**config.mk**
```make
export PLATFORM = sky130hd
export DESIGN_NAME = magnet_pulse_speed_monitor_flat
export DESIGN_NICKNAME = d
export VERILOG_FILES = /design/src/hw/rtl/mpsm_pkg.sv /design/src/hw/rtl/mpsm_chan_if.sv /design/src/hw/rtl/mpsm_csr.sv /design/src/hw/rtl/mpsm_div.sv /design/src/hw/rtl/mpsm_dp.sv /design/src/hw/rtl/mpsm_ctrl.sv /design/src/hw/rtl/magnet_pulse_speed_monitor.sv /design/src/flat_wrapper.sv
export SDC_FILE = /design/constraint.sdc
export NUM_CORES = 2
export LEC_CHECK = 0
export BUFFER_PORTS_ARGS = -buffer_cell sky130_fd_sc_hd__buf_2
export CAP_MARGIN = 5
export CORE_MARGIN = 4
export CORE_UTILIZATION = 35
export CTS_CLUSTER_SIZE = 40
export DETAILED_ROUTE_END_ITERATION = 16
export PLACE_DENSITY = 0.45
export SLEW_MARGIN = 5
export SYNTH_ARGS = -nofsm -noshare
export SYNTH_HDL_FRONTEND = slang
export SYNTH_HIERARCHICAL = 1
export SYNTH_SLANG_ARGS = --single-unit
```
**constraint.sdc**
```tcl
create_clock -name clock -period 29.4 [get_ports clock]
set_input_delay 5.88 -clock clock [delete_from_list [all_inputs] [get_ports clock]]
set_output_delay 5.88 -clock clock [all_outputs]
set_load 0.005 [all_outputs]
```
**src/hw/rtl/mpsm_pkg.sv**
```systemverilog
// Shared types and constants of the magnet pulse speed monitor.
package mpsm_pkg;

   localparam int SAMPLE_W   = 12;
   localparam int TIME_W     = 32;
   localparam int ADC_BITS   = 12;
   localparam int FRAC_BITS  = 16;
   localparam int SAMPLE_MAX = (1 << ADC_BITS) - 1;
   localparam int AVG_W      = ADC_BITS + FRAC_BITS;
   localparam int ALPHA_W    = 16;
   localparam int PROD_W     = AVG_W + ALPHA_W;
   localparam int THR_W      = 12;
   localparam int MIN_INT_W  = 20;
   localparam int PPR_W      = 8;
   localparam int RPS_W      = 25;
   localparam int NUM_W      = 36;
   localparam int DEN_W      = TIME_W + PPR_W;
   localparam int DIV_CNT_W  = $clog2(NUM_W);
   localparam int CSR_IDX_W  = 3;
   localparam int CSR_DATA_W = 20;

   localparam logic [AVG_W-1:0] EMA_MAX  = AVG_W'(SAMPLE_MAX) << FRAC_BITS;
   localparam logic [RPS_W-1:0] RPS_MAX  = {RPS_W{1'b1}};
   localparam logic [NUM_W-1:0] RATE_NUM = 36'd65_536_000_000;
   localparam logic [PROD_W:0]  ROUND_HALF = (PROD_W + 1)'(1) << (ALPHA_W - 1);

   localparam logic [CSR_IDX_W-1:0] REG_THRESHOLD  = 3'd0;
   localparam logic [CSR_IDX_W-1:0] REG_HYSTERESIS = 3'd1;
   localparam logic [CSR_IDX_W-1:0] REG_MIN_INT    = 3'd2;
   localparam logic [CSR_IDX_W-1:0] REG_PPR        = 3'd3;
   localparam logic [CSR_IDX_W-1:0] REG_ALPHA_FAST = 3'd4;
   localparam logic [CSR_IDX_W-1:0] REG_ALPHA_SLOW = 3'd5;

   typedef struct packed {
      logic [THR_W-1:0]     threshold;
      logic [THR_W-1:0]     hysteresis;
      logic [MIN_INT_W-1:0] min_interval;
      logic [PPR_W-1:0]     ppr;
      logic [ALPHA_W-1:0]   alpha_fast;
      logic [ALPHA_W-1:0]   alpha_slow;
   } cfg_type;

   typedef struct packed {
      logic accept;
      logic seed_add;
      logic ema_fast;
      logic ema_slow;
      logic ema_end;
      logic schmitt;
      logic div_start;
      logic seed_apply;
      logic speed_apply;
      logic load_out;
   } cmd_type;

   typedef struct packed {
      logic seed_done;
      logic seed_last;
      logic batch_last;
      logic fire;
      logic dt_zero;
      logic div_busy;
      logic div_done;
   } sts_type;

   typedef struct packed {
      logic [RPS_W-1:0] rps_q16;
      logic             pulse;
      logic             armed_flag;
      logic             seeded;
   } res_type;

endpackage

```
**src/hw/rtl/mpsm_chan_if.sv**
```systemverilog
// Request and response channel interfaces of the magnet pulse speed monitor.
interface mpsm_req_if;
   logic                          valid;
   logic                          ready;
   logic [mpsm_pkg::SAMPLE_W-1:0] sample;
   logic [mpsm_pkg::TIME_W-1:0]   now_us;

   modport source (output valid, output sample, output now_us, input ready);
   modport sink (input valid, input sample, input now_us, output ready);
endinterface

interface mpsm_rsp_if;
   logic                       valid;
   logic                       ready;
   logic [mpsm_pkg::RPS_W-1:0] rps_q16;
   logic                       pulse;
   logic                       armed_flag;
   logic                       seeded;

   modport source (output valid, output rps_q16, output pulse, output armed_flag,
                   output seeded, input ready);
   modport sink (input valid, input rps_q16, input pulse, input armed_flag,
                 input seeded, output ready);
endinterface

```
**src/hw/rtl/mpsm_csr.sv**
```systemverilog
// Configuration registers of the magnet pulse speed monitor.
module mpsm_csr (
   input  logic                            clock,
   input  logic                            reset,
   input  logic                            csr_wr_en,
   input  logic [mpsm_pkg::CSR_IDX_W-1:0]  csr_index,
   input  logic [mpsm_pkg::CSR_DATA_W-1:0] csr_wdata,
   output mpsm_pkg::cfg_type               cfg
);
   import mpsm_pkg::*;

   cfg_type cfg_ff;
   cfg_type cfg_in;

   always_comb begin
      cfg_in = cfg_ff;
      if (csr_wr_en) begin
         unique case (csr_index)
            REG_THRESHOLD:  cfg_in.threshold    = csr_wdata[THR_W-1:0];
            REG_HYSTERESIS: cfg_in.hysteresis   = csr_wdata[THR_W-1:0];
            REG_MIN_INT:    cfg_in.min_interval = csr_wdata[MIN_INT_W-1:0];
            REG_PPR:        cfg_in.ppr          = csr_wdata[PPR_W-1:0];
            REG_ALPHA_FAST: cfg_in.alpha_fast   = csr_wdata[ALPHA_W-1:0];
            REG_ALPHA_SLOW: cfg_in.alpha_slow   = csr_wdata[ALPHA_W-1:0];
            default:        cfg_in = cfg_ff;
         endcase
      end
   end

   always_ff @(posedge clock) begin
      if (reset) begin
         cfg_ff.threshold    <= THR_W'(25);
         cfg_ff.hysteresis   <= THR_W'(16);
         cfg_ff.min_interval <= MIN_INT_W'(3000);
         cfg_ff.ppr          <= PPR_W'(1);
         cfg_ff.alpha_fast   <= ALPHA_W'(13107);
         cfg_ff.alpha_slow   <= ALPHA_W'(1311);
      end else begin
         cfg_ff <= cfg_in;
      end
   end

   assign cfg = cfg_ff;

endmodule

```
**src/hw/rtl/mpsm_div.sv**
```systemverilog
// Restoring divider of the magnet pulse speed monitor, one quotient bit per cycle.
module mpsm_div (
   input  logic                       clock,
   input  logic                       reset,
   input  logic                       start,
   input  logic [mpsm_pkg::NUM_W-1:0] num,
   input  logic [mpsm_pkg::DEN_W-1:0] den,
   output logic [mpsm_pkg::NUM_W-1:0] quo,
   output logic                       busy,
   output logic                       done
);
   import mpsm_pkg::*;

   logic [NUM_W-1:0]     num_ff, num_in;
   logic [NUM_W-1:0]     quo_ff, quo_in;
   logic [DEN_W-1:0]     den_ff, den_in;
   logic [DEN_W-1:0]     rem_ff, rem_in;
   logic [DIV_CNT_W-1:0] cnt_ff, cnt_in;
   logic                 busy_ff, busy_in;
   logic                 done_ff, done_in;
   logic [DEN_W:0]       trial;
   logic [DEN_W:0]       trial_sub;
   logic                 fits;

   always_comb begin
      trial     = {rem_ff, num_ff[NUM_W-1]};
      trial_sub = trial - {1'b0, den_ff};
      fits      = trial >= {1'b0, den_ff};
      num_in    = num_ff;
      quo_in    = quo_ff;
      den_in    = den_ff;
      rem_in    = rem_ff;
      cnt_in    = cnt_ff;
      busy_in   = busy_ff;
      done_in   = 1'b0;
      if (start) begin
         num_in  = num;
         den_in  = den;
         quo_in  = '0;
         rem_in  = '0;
         cnt_in  = DIV_CNT_W'(NUM_W - 1);
         busy_in = 1'b1;
      end else if (busy_ff) begin
         num_in = num_ff << 1;
         quo_in = {quo_ff[NUM_W-2:0], fits};
         rem_in = fits ? trial_sub[DEN_W-1:0] : trial[DEN_W-1:0];
         cnt_in = cnt_ff - DIV_CNT_W'(1);
         if (cnt_ff == '0) begin
            busy_in = 1'b0;
            done_in = 1'b1;
         end
      end
   end

   always_ff @(posedge clock) begin
      if (reset) begin
         busy_ff <= 1'b0;
         done_ff <= 1'b0;
         cnt_ff  <= '0;
      end else begin
         busy_ff <= busy_in;
         done_ff <= done_in;
         cnt_ff  <= cnt_in;
      end
      num_ff <= num_in;
      quo_ff <= quo_in;
      den_ff <= den_in;
      rem_ff <= rem_in;
   end

   assign quo  = quo_ff;
   assign busy = busy_ff;
   assign done = done_ff;

endmodule

```
**src/hw/rtl/mpsm_dp.sv**
```systemverilog
// Datapath of the magnet pulse speed monitor: seeding, EMAs, Schmitt check, speed.
module mpsm_dp #(
   parameter int SAMPLES_PER_CHECK = 8,
   parameter int SEED_COUNT        = 32
) (
   input  logic                          clock,
   input  logic                          reset,
   input  mpsm_pkg::cfg_type             cfg,
   input  mpsm_pkg::cmd_type             cmd,
   output mpsm_pkg::sts_type             sts,
   input  logic [mpsm_pkg::SAMPLE_W-1:0] sample,
   input  logic [mpsm_pkg::TIME_W-1:0]   now_us,
   output mpsm_pkg::res_type             res
);
   import mpsm_pkg::*;

   localparam int SEED_CNT_W  = (SEED_COUNT > 1) ? $clog2(SEED_COUNT) : 1;
   localparam int SEED_SUM_W  = $clog2(SEED_COUNT * SAMPLE_MAX + 1);
   localparam int BATCH_W     = (SAMPLES_PER_CHECK > 1) ? $clog2(SAMPLES_PER_CHECK) : 1;
   localparam int SEED_SHIFT  = SEED_SUM_W + $clog2(SEED_COUNT);
   localparam int SEED_PROD_W = 2 * SEED_SUM_W + 1;
   localparam logic [SEED_SUM_W:0] SEED_RECIP =
      (SEED_SUM_W + 1)'(((64'd1 << SEED_SHIFT) + 64'(SEED_COUNT - 1)) / 64'(SEED_COUNT));

   logic [SAMPLE_W-1:0]   x_ff, x_in;
   logic [TIME_W-1:0]     now_ff, now_in;
   logic [AVG_W-1:0]      fast_ff, fast_in;
   logic [AVG_W-1:0]      slow_ff, slow_in;
   logic [PROD_W-1:0]     prod_ff, prod_in;
   logic                  neg_ff, neg_in;
   logic [TIME_W-1:0]     dt_ff, dt_in;
   logic                  armed_ff, armed_in;
   logic                  pulse_ff, pulse_in;
   logic [TIME_W-1:0]     last_ff, last_in;
   logic [RPS_W-1:0]      speed_ff, speed_in;
   logic [BATCH_W-1:0]    batch_ff, batch_in;
   logic [SEED_CNT_W-1:0] seed_cnt_ff, seed_cnt_in;
   logic [SEED_SUM_W-1:0] seed_sum_ff, seed_sum_in;
   logic                  seed_done_ff, seed_done_in;
   res_type               res_ff, res_in;

   logic [AVG_W-1:0]      avg_sel;
   logic [ALPHA_W-1:0]    alpha_sel;
   logic [AVG_W-1:0]      x_scaled;
   logic                  diff_neg;
   logic [AVG_W-1:0]      mag;
   logic [PROD_W:0]       round_sum;
   logic [AVG_W-1:0]      step;
   logic [AVG_W-1:0]      ema_target;
   logic [AVG_W:0]        ema_sum;
   logic [AVG_W-1:0]      ema_new;
   logic [SEED_SUM_W-1:0] seed_sum_next;
   logic [SEED_PROD_W-1:0] seed_prod;
   logic [ADC_BITS-1:0]   seed_mean;
   logic [PPR_W-1:0]      ppr_eff;
   logic [DEN_W-1:0]      den_rate;
   logic [NUM_W-1:0]      div_num;
   logic [DEN_W-1:0]      div_den;
   logic [NUM_W-1:0]      div_quo;
   logic                  div_busy;
   logic                  div_done;
   logic [RPS_W-1:0]      inst;
   logic [RPS_W:0]        blend;
   logic [AVG_W:0]        high_lvl;
   logic signed [THR_W:0]   thr_diff;
   logic signed [AVG_W+1:0] low_lvl;
   logic                  ge_high;
   logic                  le_low;
   logic                  spaced;
   logic                  fire;

   always_comb begin
      avg_sel   = cmd.ema_slow ? slow_ff : fast_ff;
      alpha_sel = cmd.ema_slow ? cfg.alpha_slow : cfg.alpha_fast;
      x_scaled  = {x_ff, {FRAC_BITS{1'b0}}};
      diff_neg  = x_scaled < avg_sel;
      mag       = diff_neg ? avg_sel - x_scaled : x_scaled - avg_sel;

      round_sum  = {1'b0, prod_ff} + ROUND_HALF;
      step       = round_sum[ALPHA_W +: AVG_W];
      ema_target = cmd.ema_end ? slow_ff : fast_ff;
      ema_sum    = {1'b0, ema_target} + {1'b0, step};
      if (neg_ff) begin
         ema_new = (step > ema_target) ? '0 : ema_target - step;
      end else begin
         ema_new = (ema_sum > {1'b0, EMA_MAX}) ? EMA_MAX : ema_sum[AVG_W-1:0];
      end

      seed_sum_next = seed_sum_ff + SEED_SUM_W'(x_ff);
      seed_prod     = SEED_PROD_W'(seed_sum_ff) * SEED_PROD_W'(SEED_RECIP);
      seed_mean     = seed_prod[SEED_SHIFT +: ADC_BITS];
      ppr_eff       = (cfg.ppr == '0) ? PPR_W'(1) : cfg.ppr;
      den_rate      = DEN_W'(dt_ff) * DEN_W'(ppr_eff);
      div_num       = RATE_NUM;
      div_den       = den_rate;

      inst  = (div_quo > NUM_W'(RPS_MAX)) ? RPS_MAX : div_quo[RPS_W-1:0];
      blend = {1'b0, speed_ff} + {1'b0, inst};

      high_lvl = {1'b0, slow_ff} + {1'b0, cfg.threshold, {FRAC_BITS{1'b0}}};
      thr_diff = $signed({1'b0, cfg.threshold}) - $signed({1'b0, cfg.hysteresis});
      low_lvl  = $signed({2'b00, slow_ff}) + $signed({thr_diff[THR_W], thr_diff,
                                                     {FRAC_BITS{1'b0}}});
      ge_high  = {1'b0, fast_ff} >= high_lvl;
      le_low   = $signed({2'b00, fast_ff}) <= low_lvl;
      spaced   = dt_ff >= TIME_W'(cfg.min_interval);
      fire     = armed_ff && ge_high && spaced;
   end

   always_comb begin
      x_in         = x_ff;
      now_in       = now_ff;
      fast_in      = fast_ff;
      slow_in      = slow_ff;
      prod_in      = prod_ff;
      neg_in       = neg_ff;
      dt_in        = dt_ff;
      armed_in     = armed_ff;
      pulse_in     = pulse_ff;
      last_in      = last_ff;
      speed_in     = speed_ff;
      batch_in     = batch_ff;
      seed_cnt_in  = seed_cnt_ff;
      seed_sum_in  = seed_sum_ff;
      seed_done_in = seed_done_ff;
      res_in       = res_ff;

      if (cmd.accept) begin
         x_in     = sample;
         now_in   = now_us;
         pulse_in = 1'b0;
      end
      if (cmd.seed_add) begin
         seed_sum_in = seed_sum_next;
         seed_cnt_in = seed_cnt_ff + SEED_CNT_W'(1);
      end
      if (cmd.seed_apply) begin
         fast_in      = {seed_mean, {FRAC_BITS{1'b0}}};
         slow_in      = {seed_mean, {FRAC_BITS{1'b0}}};
         armed_in     = 1'b1;
         last_in      = now_ff;
         seed_done_in = 1'b1;
         batch_in     = '0;
      end
      if (cmd.ema_fast || cmd.ema_slow) begin
         prod_in = PROD_W'(mag) * PROD_W'(alpha_sel);
         neg_in  = diff_neg;
      end
      if (cmd.ema_fast) begin
         dt_in = now_ff - last_ff;
      end
      if (cmd.ema_slow) begin
         fast_in = ema_new;
      end
      if (cmd.ema_end) begin
         slow_in  = ema_new;
         batch_in = (batch_ff == BATCH_W'(SAMPLES_PER_CHECK - 1)) ? '0
                                                                    : batch_ff + BATCH_W'(1);
      end
      if (cmd.schmitt) begin
         if (fire) begin
            pulse_in = 1'b1;
            last_in  = now_ff;
            armed_in = le_low;
         end else begin
            armed_in = armed_ff || le_low;
         end
      end
      if (cmd.speed_apply) begin
         speed_in = (speed_ff == '0) ? inst : blend[RPS_W:1];
      end
      if (cmd.load_out) begin
         res_in.rps_q16    = speed_ff;
         res_in.pulse      = pulse_ff;
         res_in.armed_flag = armed_ff;
         res_in.seeded     = seed_done_ff;
      end
   end

   always_ff @(posedge clock) begin
      if (reset) begin
         fast_ff      <= '0;
         slow_ff      <= '0;
         armed_ff     <= 1'b0;
         pulse_ff     <= 1'b0;
         last_ff      <= '0;
         speed_ff     <= '0;
         batch_ff     <= '0;
         seed_cnt_ff  <= '0;
         seed_sum_ff  <= '0;
         seed_done_ff <= 1'b0;
      end else begin
         fast_ff      <= fast_in;
         slow_ff      <= slow_in;
         armed_ff     <= armed_in;
         pulse_ff     <= pulse_in;
         last_ff      <= last_in;
         speed_ff     <= speed_in;
         batch_ff     <= batch_in;
         seed_cnt_ff  <= seed_cnt_in;
         seed_sum_ff  <= seed_sum_in;
         seed_done_ff <= seed_done_in;
      end
      x_ff    <= x_in;
      now_ff  <= now_in;
      prod_ff <= prod_in;
      neg_ff  <= neg_in;
      dt_ff   <= dt_in;
      res_ff  <= res_in;
   end

   mpsm_div u_div (
      .clock (clock),
      .reset (reset),
      .start (cmd.div_start),
      .num   (div_num),
      .den   (div_den),
      .quo   (div_quo),
      .busy  (div_busy),
      .done  (div_done)
   );

   always_comb begin
      sts.seed_done  = seed_done_ff;
      sts.seed_last  = seed_cnt_ff == SEED_CNT_W'(SEED_COUNT - 1);
      sts.batch_last = batch_ff == BATCH_W'(SAMPLES_PER_CHECK - 1);
      sts.fire       = fire;
      sts.dt_zero    = dt_ff == '0;
      sts.div_busy   = div_busy;
      sts.div_done   = div_done;
   end

   assign res = res_ff;

   a_seed_sticky: assert property (@(posedge clock) disable iff (reset)
      seed_done_ff |=> seed_done_ff)
      else $error("seeding flag dropped after completion");

   a_ema_range: assert property (@(posedge clock) disable iff (reset)
      fast_ff <= EMA_MAX && slow_ff <= EMA_MAX)
      else $error("moving average out of range");

endmodule

```
**src/hw/rtl/mpsm_ctrl.sv**
```systemverilog
// Sequencing state machine of the magnet pulse speed monitor.
module mpsm_ctrl (
   input  logic              clock,
   input  logic              reset,
   input  logic              req_valid,
   output logic              req_ready,
   output logic              rsp_valid,
   input  logic              rsp_ready,
   input  mpsm_pkg::sts_type sts,
   output mpsm_pkg::cmd_type cmd
);
   import mpsm_pkg::*;

   localparam logic [3:0] ST_IDLE       = 4'd0;
   localparam logic [3:0] ST_SEED       = 4'd1;
   localparam logic [3:0] ST_SEED_APPLY = 4'd2;
   localparam logic [3:0] ST_EMA_FAST   = 4'd3;
   localparam logic [3:0] ST_EMA_SLOW   = 4'd4;
   localparam logic [3:0] ST_EMA_END    = 4'd5;
   localparam logic [3:0] ST_SCHMITT    = 4'd6;
   localparam logic [3:0] ST_RATE_DIV   = 4'd7;
   localparam logic [3:0] ST_FINISH     = 4'd8;

   logic [3:0] state_ff, state_in;
   logic       out_valid_ff, out_valid_in;

   always_comb begin
      state_in = state_ff;
      cmd      = '0;
      unique case (state_ff)
         ST_IDLE: begin
            if (req_valid) begin
               cmd.accept = 1'b1;
               state_in   = sts.seed_done ? ST_EMA_FAST : ST_SEED;
            end
         end
         ST_SEED: begin
            cmd.seed_add = 1'b1;
            if (sts.seed_last) begin
               state_in = ST_SEED_APPLY;
            end else begin
               state_in = ST_FINISH;
            end
         end
         ST_SEED_APPLY: begin
            cmd.seed_apply = 1'b1;
            state_in       = ST_FINISH;
         end
         ST_EMA_FAST: begin
            cmd.ema_fast = 1'b1;
            state_in     = ST_EMA_SLOW;
         end
         ST_EMA_SLOW: begin
            cmd.ema_slow = 1'b1;
            state_in     = ST_EMA_END;
         end
         ST_EMA_END: begin
            cmd.ema_end = 1'b1;
            state_in    = sts.batch_last ? ST_SCHMITT : ST_FINISH;
         end
         ST_SCHMITT: begin
            cmd.schmitt = 1'b1;
            if (sts.fire && !sts.dt_zero) begin
               cmd.div_start = 1'b1;
               state_in      = ST_RATE_DIV;
            end else begin
               state_in = ST_FINISH;
            end
         end
         ST_RATE_DIV: begin
            if (sts.div_done) begin
               cmd.speed_apply = 1'b1;
               state_in        = ST_FINISH;
            end
         end
         ST_FINISH: begin
            if (!out_valid_ff || rsp_ready) begin
               cmd.load_out = 1'b1;
               state_in     = ST_IDLE;
            end
         end
         default: state_in = ST_IDLE;
      endcase
   end

   always_comb begin
      if (cmd.load_out) begin
         out_valid_in = 1'b1;
      end else if (rsp_ready) begin
         out_valid_in = 1'b0;
      end else begin
         out_valid_in = out_valid_ff;
      end
   end

   always_ff @(posedge clock) begin
      if (reset) begin
         state_ff     <= ST_IDLE;
         out_valid_ff <= 1'b0;
      end else begin
         state_ff     <= state_in;
         out_valid_ff <= out_valid_in;
      end
   end

   assign req_ready = state_ff == ST_IDLE;
   assign rsp_valid = out_valid_ff;

   a_no_overwrite: assert property (@(posedge clock) disable iff (reset)
      cmd.load_out |-> (!out_valid_ff || rsp_ready))
      else $error("result register loaded over a pending beat");

   a_idle_div: assert property (@(posedge clock) disable iff (reset)
      req_ready |-> !sts.div_busy)
      else $error("divider busy while taking a new beat");

endmodule

```
**src/hw/rtl/magnet_pulse_speed_monitor.sv**
```systemverilog
// Magnet pulse speed monitor top level.
//
// Takes one beat per ADC sample on req_if (sample, now_us) and returns exactly
// one beat per sample on rsp_if (rps_q16, pulse, armed_flag, seeded).
// Configuration registers are written through csr_wr_en/csr_index/csr_wdata
// only while no sample is in flight; the user must ensure this, unchecked.
// States a request beat passes before FINISH loads its result:
//   seeding sample, not last: SEED
//   last seed sample: SEED, SEED_APPLY (reciprocal multiply of the seed sum)
//   tracking sample without check: EMA_FAST, EMA_SLOW, EMA_END
//   Schmitt check, no divide: tracking states, SCHMITT
//   pulse with dt > 0: tracking states, SCHMITT, RATE_DIV (36-bit rate divide)
// One sample is in work at a time; the next request beat is taken in the cycle
// after the result is loaded. The one-bit-per-cycle divider sets the long
// case. The result register lets the next request beat be taken while a
// finished result still waits; a stalled rsp_if holds its beat and the block
// stops before loading the next one. Unlisted CSR indexes are dropped.
// Synchronous reset clears the averages, the seeding progress, speed and all
// handshakes, and restores the register defaults.
module magnet_pulse_speed_monitor #(
   parameter int SAMPLES_PER_CHECK = 8,
   parameter int SEED_COUNT        = 32
) (
   input  logic                            clock,
   input  logic                            reset,
   mpsm_req_if.sink                        req_if,
   mpsm_rsp_if.source                      rsp_if,
   input  logic                            csr_wr_en,
   input  logic [mpsm_pkg::CSR_IDX_W-1:0]  csr_index,
   input  logic [mpsm_pkg::CSR_DATA_W-1:0] csr_wdata
);
   import mpsm_pkg::*;

   cfg_type cfg;
   cmd_type cmd;
   sts_type sts;
   res_type res;

   mpsm_csr u_csr (
      .clock     (clock),
      .reset     (reset),
      .csr_wr_en (csr_wr_en),
      .csr_index (csr_index),
      .csr_wdata (csr_wdata),
      .cfg       (cfg)
   );

   mpsm_dp #(
      .SAMPLES_PER_CHECK (SAMPLES_PER_CHECK),
      .SEED_COUNT        (SEED_COUNT)
   ) u_dp (
      .clock  (clock),
      .reset  (reset),
      .cfg    (cfg),
      .cmd    (cmd),
      .sts    (sts),
      .sample (req_if.sample),
      .now_us (req_if.now_us),
      .res    (res)
   );

   mpsm_ctrl u_ctrl (
      .clock     (clock),
      .reset     (reset),
      .req_valid (req_if.valid),
      .req_ready (req_if.ready),
      .rsp_valid (rsp_if.valid),
      .rsp_ready (rsp_if.ready),
      .sts       (sts),
      .cmd       (cmd)
   );

   assign rsp_if.rps_q16    = res.rps_q16;
   assign rsp_if.pulse      = res.pulse;
   assign rsp_if.armed_flag = res.armed_flag;
   assign rsp_if.seeded     = res.seeded;

endmodule

```
**src/flat_wrapper.sv**
```systemverilog
// flat-port wrapper written by rule: the top's interface ports become plain ports
module magnet_pulse_speed_monitor_flat import mpsm_pkg::*;
#(
   parameter int SAMPLES_PER_CHECK = 8,
   parameter int SEED_COUNT        = 32
)
  (clock, reset, csr_wr_en, csr_index, csr_wdata, req_if_valid, req_if_sample, req_if_now_us, req_if_ready, rsp_if_valid, rsp_if_rps_q16, rsp_if_pulse, rsp_if_armed_flag, rsp_if_seeded, rsp_if_ready);
  mpsm_req_if req_if_i ();
  mpsm_rsp_if rsp_if_i ();
  input  logic clock;
  input  logic reset;
  input  logic csr_wr_en;
  input  logic [mpsm_pkg::CSR_IDX_W-1:0] csr_index;
  input  logic [mpsm_pkg::CSR_DATA_W-1:0] csr_wdata;
  input wire logic [$bits(req_if_i.valid)-1:0] req_if_valid;
  input wire logic [$bits(req_if_i.sample)-1:0] req_if_sample;
  input wire logic [$bits(req_if_i.now_us)-1:0] req_if_now_us;
  output wire logic [$bits(req_if_i.ready)-1:0] req_if_ready;
  output wire logic [$bits(rsp_if_i.valid)-1:0] rsp_if_valid;
  output wire logic [$bits(rsp_if_i.rps_q16)-1:0] rsp_if_rps_q16;
  output wire logic [$bits(rsp_if_i.pulse)-1:0] rsp_if_pulse;
  output wire logic [$bits(rsp_if_i.armed_flag)-1:0] rsp_if_armed_flag;
  output wire logic [$bits(rsp_if_i.seeded)-1:0] rsp_if_seeded;
  input wire logic [$bits(rsp_if_i.ready)-1:0] rsp_if_ready;
  assign req_if_i.valid = req_if_valid;
  assign req_if_i.sample = req_if_sample;
  assign req_if_i.now_us = req_if_now_us;
  assign req_if_ready = req_if_i.ready;
  assign rsp_if_valid = rsp_if_i.valid;
  assign rsp_if_rps_q16 = rsp_if_i.rps_q16;
  assign rsp_if_pulse = rsp_if_i.pulse;
  assign rsp_if_armed_flag = rsp_if_i.armed_flag;
  assign rsp_if_seeded = rsp_if_i.seeded;
  assign rsp_if_i.ready = rsp_if_ready;
  magnet_pulse_speed_monitor #(.SAMPLES_PER_CHECK(SAMPLES_PER_CHECK), .SEED_COUNT(SEED_COUNT)) u_core (.clock(clock), .reset(reset), .req_if(req_if_i), .rsp_if(rsp_if_i), .csr_wr_en(csr_wr_en), .csr_index(csr_index), .csr_wdata(csr_wdata));
endmodule
```
---- Yosys cells after proc, flatten, opt, wreduce, memory -nomap -nowiden ----
Index checks and enable logic that the tools add are counted.
storage, ports and cells
  bits in registers ....................... 517
  bits of input ports ..................... 72
  output and inout port bits .............. 30
  logic and storage cells ................. 162
cells by class
  $add $sub $neg .......................... 15
  multiply operators ...................... 2
  order comparisons ....................... 8
  equal/unequal tests ..................... 18
  muxes and demuxes ....................... 55
  bitwise gates (word level) .............. 1
  reductions and logical operators ........ 28
operator list
  cell                                                             count
  2-to-1 mux 28 bit                                                9
  2-to-1 mux 32 bit                                                3
  subtractor 28 bit                                                3
  adder 28 x 28 -> 29 bit                                          2
  2-to-1 mux 25 bit                                                2
  adder 44 x 16 -> 44 bit, second input constant                   1
  multiplier 28 x 16 -> 44 bit                                     1
  >= comparator 41 x 40 -> 1 bit                                   1
  multiplier 32 x 8 -> 40 bit                                      1
  2-to-1 mux 40 bit                                                1
  subtractor 40 bit                                                1
  greater-than comparator 36 x 25 -> 1 bit, second input constant  1
  case mux 4 bit (9 select lines)                                  1
  >= comparator 32 x 20 -> 1 bit                                   1
  zero test 32 bit                                                 1
  subtractor 32 bit                                                1
  adder 29 x 29 -> 30 bit                                          1
  less-or-equal comparator 29 x 30 -> 1 bit                        1
  >= comparator 28 x 29 -> 1 bit                                   1
  greater-than comparator 29 x 28 -> 1 bit, second input constant  1
  greater-than comparator 28 bit                                   1
  < comparator 28 bit                                              1
  adder 25 x 25 -> 26 bit                                          1
  zero test 25 bit                                                 1
  35 further kinds                                                 89

---- Depth between registers and ports, before layout ----
  depth in word-level cells ............... 8
  mapped depth ............................ 49
  mapped depth without buffers ............ 41

---- By module ----
Netlist, hierarchy kept.
modules (own cells, without submodules)
  module     instances  cells each  area an instance (um2)  seq. area each (um2)
  mpsm_dp    1          4961        43431.7                 6846.6
  mpsm_div   1          865         8588.2                  3963.8
  mpsm_csr   1          322         3404.5                  1681.6
  mpsm_ctrl  1          60          464.2                   100.1

---- Least setup slack after synthesis ----
Ideal clock, no wire load.
  path kind ............................... register to register
  start point ............................. register u_core.u_ctrl.state_ff[0]
  end point ............................... register u_core.u_dp.prod_ff[38] (data pin)
  library setup time ...................... 0.258 ns
  arrival time ............................ 11.228 ns
  required time ........................... 29.142 ns
  path slack .............................. 17.914 ns
  cell stages (with the launch flop) ...... 45
  buffers on the path ..................... 11
  clock period less this slack ............ 11.486 ns
  cells stage by stage .................... dfxtp_1 > buf_4 > buf_4 > nor3_1 > buf_2 > buf_1 > clkbuf_1 > buf_8 > clkbuf_1 > clkbuf_1 > mux2i_1 > inv_1 > ha_1 > clkbuf_1 > and3_1 > o2111a_1 > a41oi_1 > nand4b_1 > [... 9 more ...] > fa_1 > fa_1 > inv_1 > fa_1 > inv_1 > fa_1 > inv_1 > ha_1 > a21o_1 > a21oi_1 > o21ai_0 > a221o_1 > nor4_1 > nor3_1 > o2111ai_1 > nand2_1 > a31oi_1 > xnor2_1
RTL lines
  what                      line              RTL
  start: declaration        mpsm_ctrl.sv:24   logic [3:0] state_ff, state_in;
  start signal: assignment  mpsm_ctrl.sv:101  state_ff <= state_in;
  end signal: assignment    mpsm_dp.sv:206    prod_ff <= prod_in;
  end: declaration          mpsm_dp.sv:29     logic [PROD_W-1:0] prod_ff, prod_in;

==> run_results.csv <==
group,metric,value,unit
status,run_status,"completed",
clock_network,cts-htree-levels,3,
grt,grt_overflow_total,0,
clock_network,ctsRootBufferMaster,"sky130_fd_sc_hd__clkbuf_16",
floorplan,floorplan.die.width,408,um
yosys,syn_area,0.0559,mm2
worst_setup_path,crit_buf_inv,6,
yosys,yosys_warnings,6,
route,routed_wirelength,171000,um
run,maxCapViolCount,0,
worst_setup_path,slowest_stage,"sky130_fd_sc_hd__xnor2_1",
clock_network,cts_hold_buf,0,
timing,grt_setup_unrepaired,"no",
floorplan,starting_density,35.2,%
grt,grt_antenna_before_repair,17,
placement,detailed_place_hpwl,133000,um
worst_setup_path,crit_path_start_kind,"flip-flop",
route,drt-pass1-iter-count,5,
worst_setup_path,worst_path_largest_cell_delay,1040,ps
floorplan,floorplan.die.height,408,um
worst_setup_path,critical_path.max_fanout,104,
route,drtAntennaViolNets,0,
yosys,syn_inst,6207,
cells_and_area,area_growth,9.06,%
timing,timing.final.hold_violations,0,
worst_setup_path,worst_path_dominant_cell_family,"adder cells",
clock_network,worst_skew_pair.late_latency,690,ps
placement,portbufs,101,
route,remaining_drc_errors,0,
yosys,synth_area_per_cell,9.00,um2
timing,fmaxAchievable,80.2,MHz
hold_path,hp-class,"reg -> reg",
timing,maxSlewViolCount,0,
route,detail_route.wl_per_cell,20.4,um
clock_network,cts_tree,"yes",
timing,setup_viol,0,
route,routed-via-count,43200,
floorplan,core.rowCount,146,
worst_setup_path,worst_setup_path_type,"reg -> reg",
worst_setup_path,critPathRequiredTime,29830,ps
floorplan,die-area,0.166,mm2
grt,grt_pass1_wl,270000,um
timing,worstMarginPinSlew,1270,ps
clock_network,cts.clk_slew.worst_paths,60,ps
power,vdd_drop_max,212,uV
placement,gp_congestion,0.858,
cells_and_area,layout-drive-gt1-share,8.20,%
timing,timing.setup.tns,0,ps
clock_network,cts-buffers-inserted,71,
route,drt-vias-per-instance,5.16,
power,power.density,63.7,mW/mm2
worst_setup_path,cpMostUsedCell,"sky130_fd_sc_hd__fa_1",
placement,place_ws,16980,ps
timing,setup_ws,16930,ps
route,dr.first_iter.drc_count,2386,
worst_setup_path,crit_arrival,12900,ps
timing,layout_min_cycle_time,12470,ps
clock_network,cts_setup_buffers,0,
grt,grt_usage,20.6,%
clock_network,post_cts_resized,0,
floorplan,i_o_pin_total,102,
cells_and_area,design.final.nets,7324,
worst_setup_path,end_kind,"flip-flop",
timing,maxSlewHeadroom,15.0,%
timing,period_share,42.4,%
grt,grt_pass1_vias,45100,
grt,grt_start_max_net_pins,105,
clock_network,clock_path_buffers,3,
power,power_leakage,27.6,nW
clock_network,cts_sinks,524,
floorplan,core_area,0.159,mm2
timing,clock_skew,34.9,ps
[layout by cell type (no fill, tap or decap), types with 29 or more instances in the layout]
| cell | count |
|---|---|
| sky130_fd_sc_hd__a211oi_1 | 78 |
| sky130_fd_sc_hd__a21o_1 | 99 |
| sky130_fd_sc_hd__a21oi_1 | 344 |
| sky130_fd_sc_hd__a311oi_1 | 29 |
| sky130_fd_sc_hd__and2_1 | 166 |
| sky130_fd_sc_hd__and3_1 | 40 |
| sky130_fd_sc_hd__buf_2 | 100 |
| sky130_fd_sc_hd__buf_4 | 78 |
| sky130_fd_sc_hd__clkbuf_16 | 73 |
| sky130_fd_sc_hd__conb_1 | 36 |
| sky130_fd_sc_hd__dfxtp_1 | 313 |
| sky130_fd_sc_hd__edfxtp_1 | 210 |
| sky130_fd_sc_hd__fa_1 | 551 |
| sky130_fd_sc_hd__ha_1 | 463 |
| sky130_fd_sc_hd__inv_1 | 798 |
| sky130_fd_sc_hd__mux2_2 | 79 |
| sky130_fd_sc_hd__mux2i_1 | 181 |
| sky130_fd_sc_hd__nand2_1 | 578 |
| sky130_fd_sc_hd__nand2b_1 | 127 |
| sky130_fd_sc_hd__nand3_1 | 67 |
| sky130_fd_sc_hd__nand4_1 | 34 |
| sky130_fd_sc_hd__nor2_1 | 547 |
| sky130_fd_sc_hd__nor2b_1 | 85 |
| sky130_fd_sc_hd__nor3_1 | 79 |
| sky130_fd_sc_hd__nor4_1 | 33 |
| sky130_fd_sc_hd__o21a_1 | 40 |
| sky130_fd_sc_hd__o21ai_0 | 187 |
| sky130_fd_sc_hd__o21bai_1 | 45 |
| sky130_fd_sc_hd__or2_2 | 40 |
| sky130_fd_sc_hd__or3_1 | 59 |
| sky130_fd_sc_hd__xnor2_1 | 179 |
| sky130_fd_sc_hd__xor2_1 | 100 |
[cell type report]
cell class                      count  area (um2)
Antenna cell                        5        12.5
Clock buffer                       94        2000
Clock inverter                     36         404
Fill cell                       16100       97600
Inverter                          801        3010
Multi-Input combinational cell   4660       39200
Sequential cell                   524       12600
Tap cell                         2072        2590
Timing Repair Buffer              180        1120
[power by group]
part / switching (mW) / internal (mW) / leakage, nW
sequential: 0.0192 / 0.879 / 4.47
combinational: 1.23 / 0.866 / 21.9
clock: 0.372 / 0.521 / 1.18
total: 1.62 / 2.27 / 27.6
[layer usage]
| metal | track usage, % | vias to the layer above | wire length (um) |
|---|---|---|---|
| met1 | 26.5 | 21500 | 75500 |
| met5 | 0 | - | 37 |
| met3 | 2.52 | 193 | 6640 |
| li1 | - | 20800 | - |
| met2 | 36.6 | 716 | 84900 |
| met4 | 4.95 | 6 | 3710 |
[path summary, 6_finish.rpt]
kind              slack (ps)  depth (start not counted)                       from                       to
setup / recovery       16930                         34  u_core/u_ctrl/state_ff[2]  u_core/u_dp/prod_ff[38]
setup reg to reg       16930                         34  u_core/u_ctrl/state_ff[2]  u_core/u_dp/prod_ff[38]
hold reg to reg          470                          2       u_core/u_csr/cfg[63]     u_core/u_csr/cfg[63]
hold / removal           470                          2       u_core/u_csr/cfg[63]     u_core/u_csr/cfg[63]
[stage by stage]
step           power, mW  instance area, um2  utilization, %  std cells  hold WS, ps
2_1_floorplan       2.44               56000               -       6241          409
3_3_place_gp        3.02               58500            36.9       8237          461
3_5_place_dp        3.04               58500            36.9       8237          460
4_1_cts             3.97               60900            38.4       8367          476
5_1_grt             4.25               60900            38.4       8367          496
6_report            3.88               60900            38.4       8372          473
[flip-flops by register name (all words and copies together), names as in the netlist, 3 cells and up]
signal / cells
u_core/u_csr/cfg: 84
u_core/u_dp/u_div/den_ff: 40
u_core/u_dp/u_div/rem_ff: 40
u_core/u_dp/u_div/num_ff: 36
u_core/u_dp/u_div/quo: 36
u_core/u_dp/dt_ff: 32
u_core/u_dp/last_ff: 32
u_core/u_dp/now_ff: 32
u_core/u_dp/prod_ff: 29
u_core/u_dp/fast_ff: 28
u_core/u_dp/res: 28
u_core/u_dp/slow_ff: 28
u_core/u_dp/speed_ff: 25
u_core/u_dp/seed_sum_ff: 17
u_core/u_dp/x_ff: 12
u_core/u_dp/u_div/cnt_ff: 6
u_core/u_dp/seed_cnt_ff: 5
u_core/u_ctrl/state_ff: 4
u_core/u_dp/batch_ff: 3
[worst min-delay path, stage by stage (launching register included)]
cell and delay (ps):
sky130_fd_sc_hd__dfxtp_1 310, sky130_fd_sc_hd__nand2b_1 60, sky130_fd_sc_hd__mux2i_1 50
Note: power is estimated with default switching activity, not from simulation.
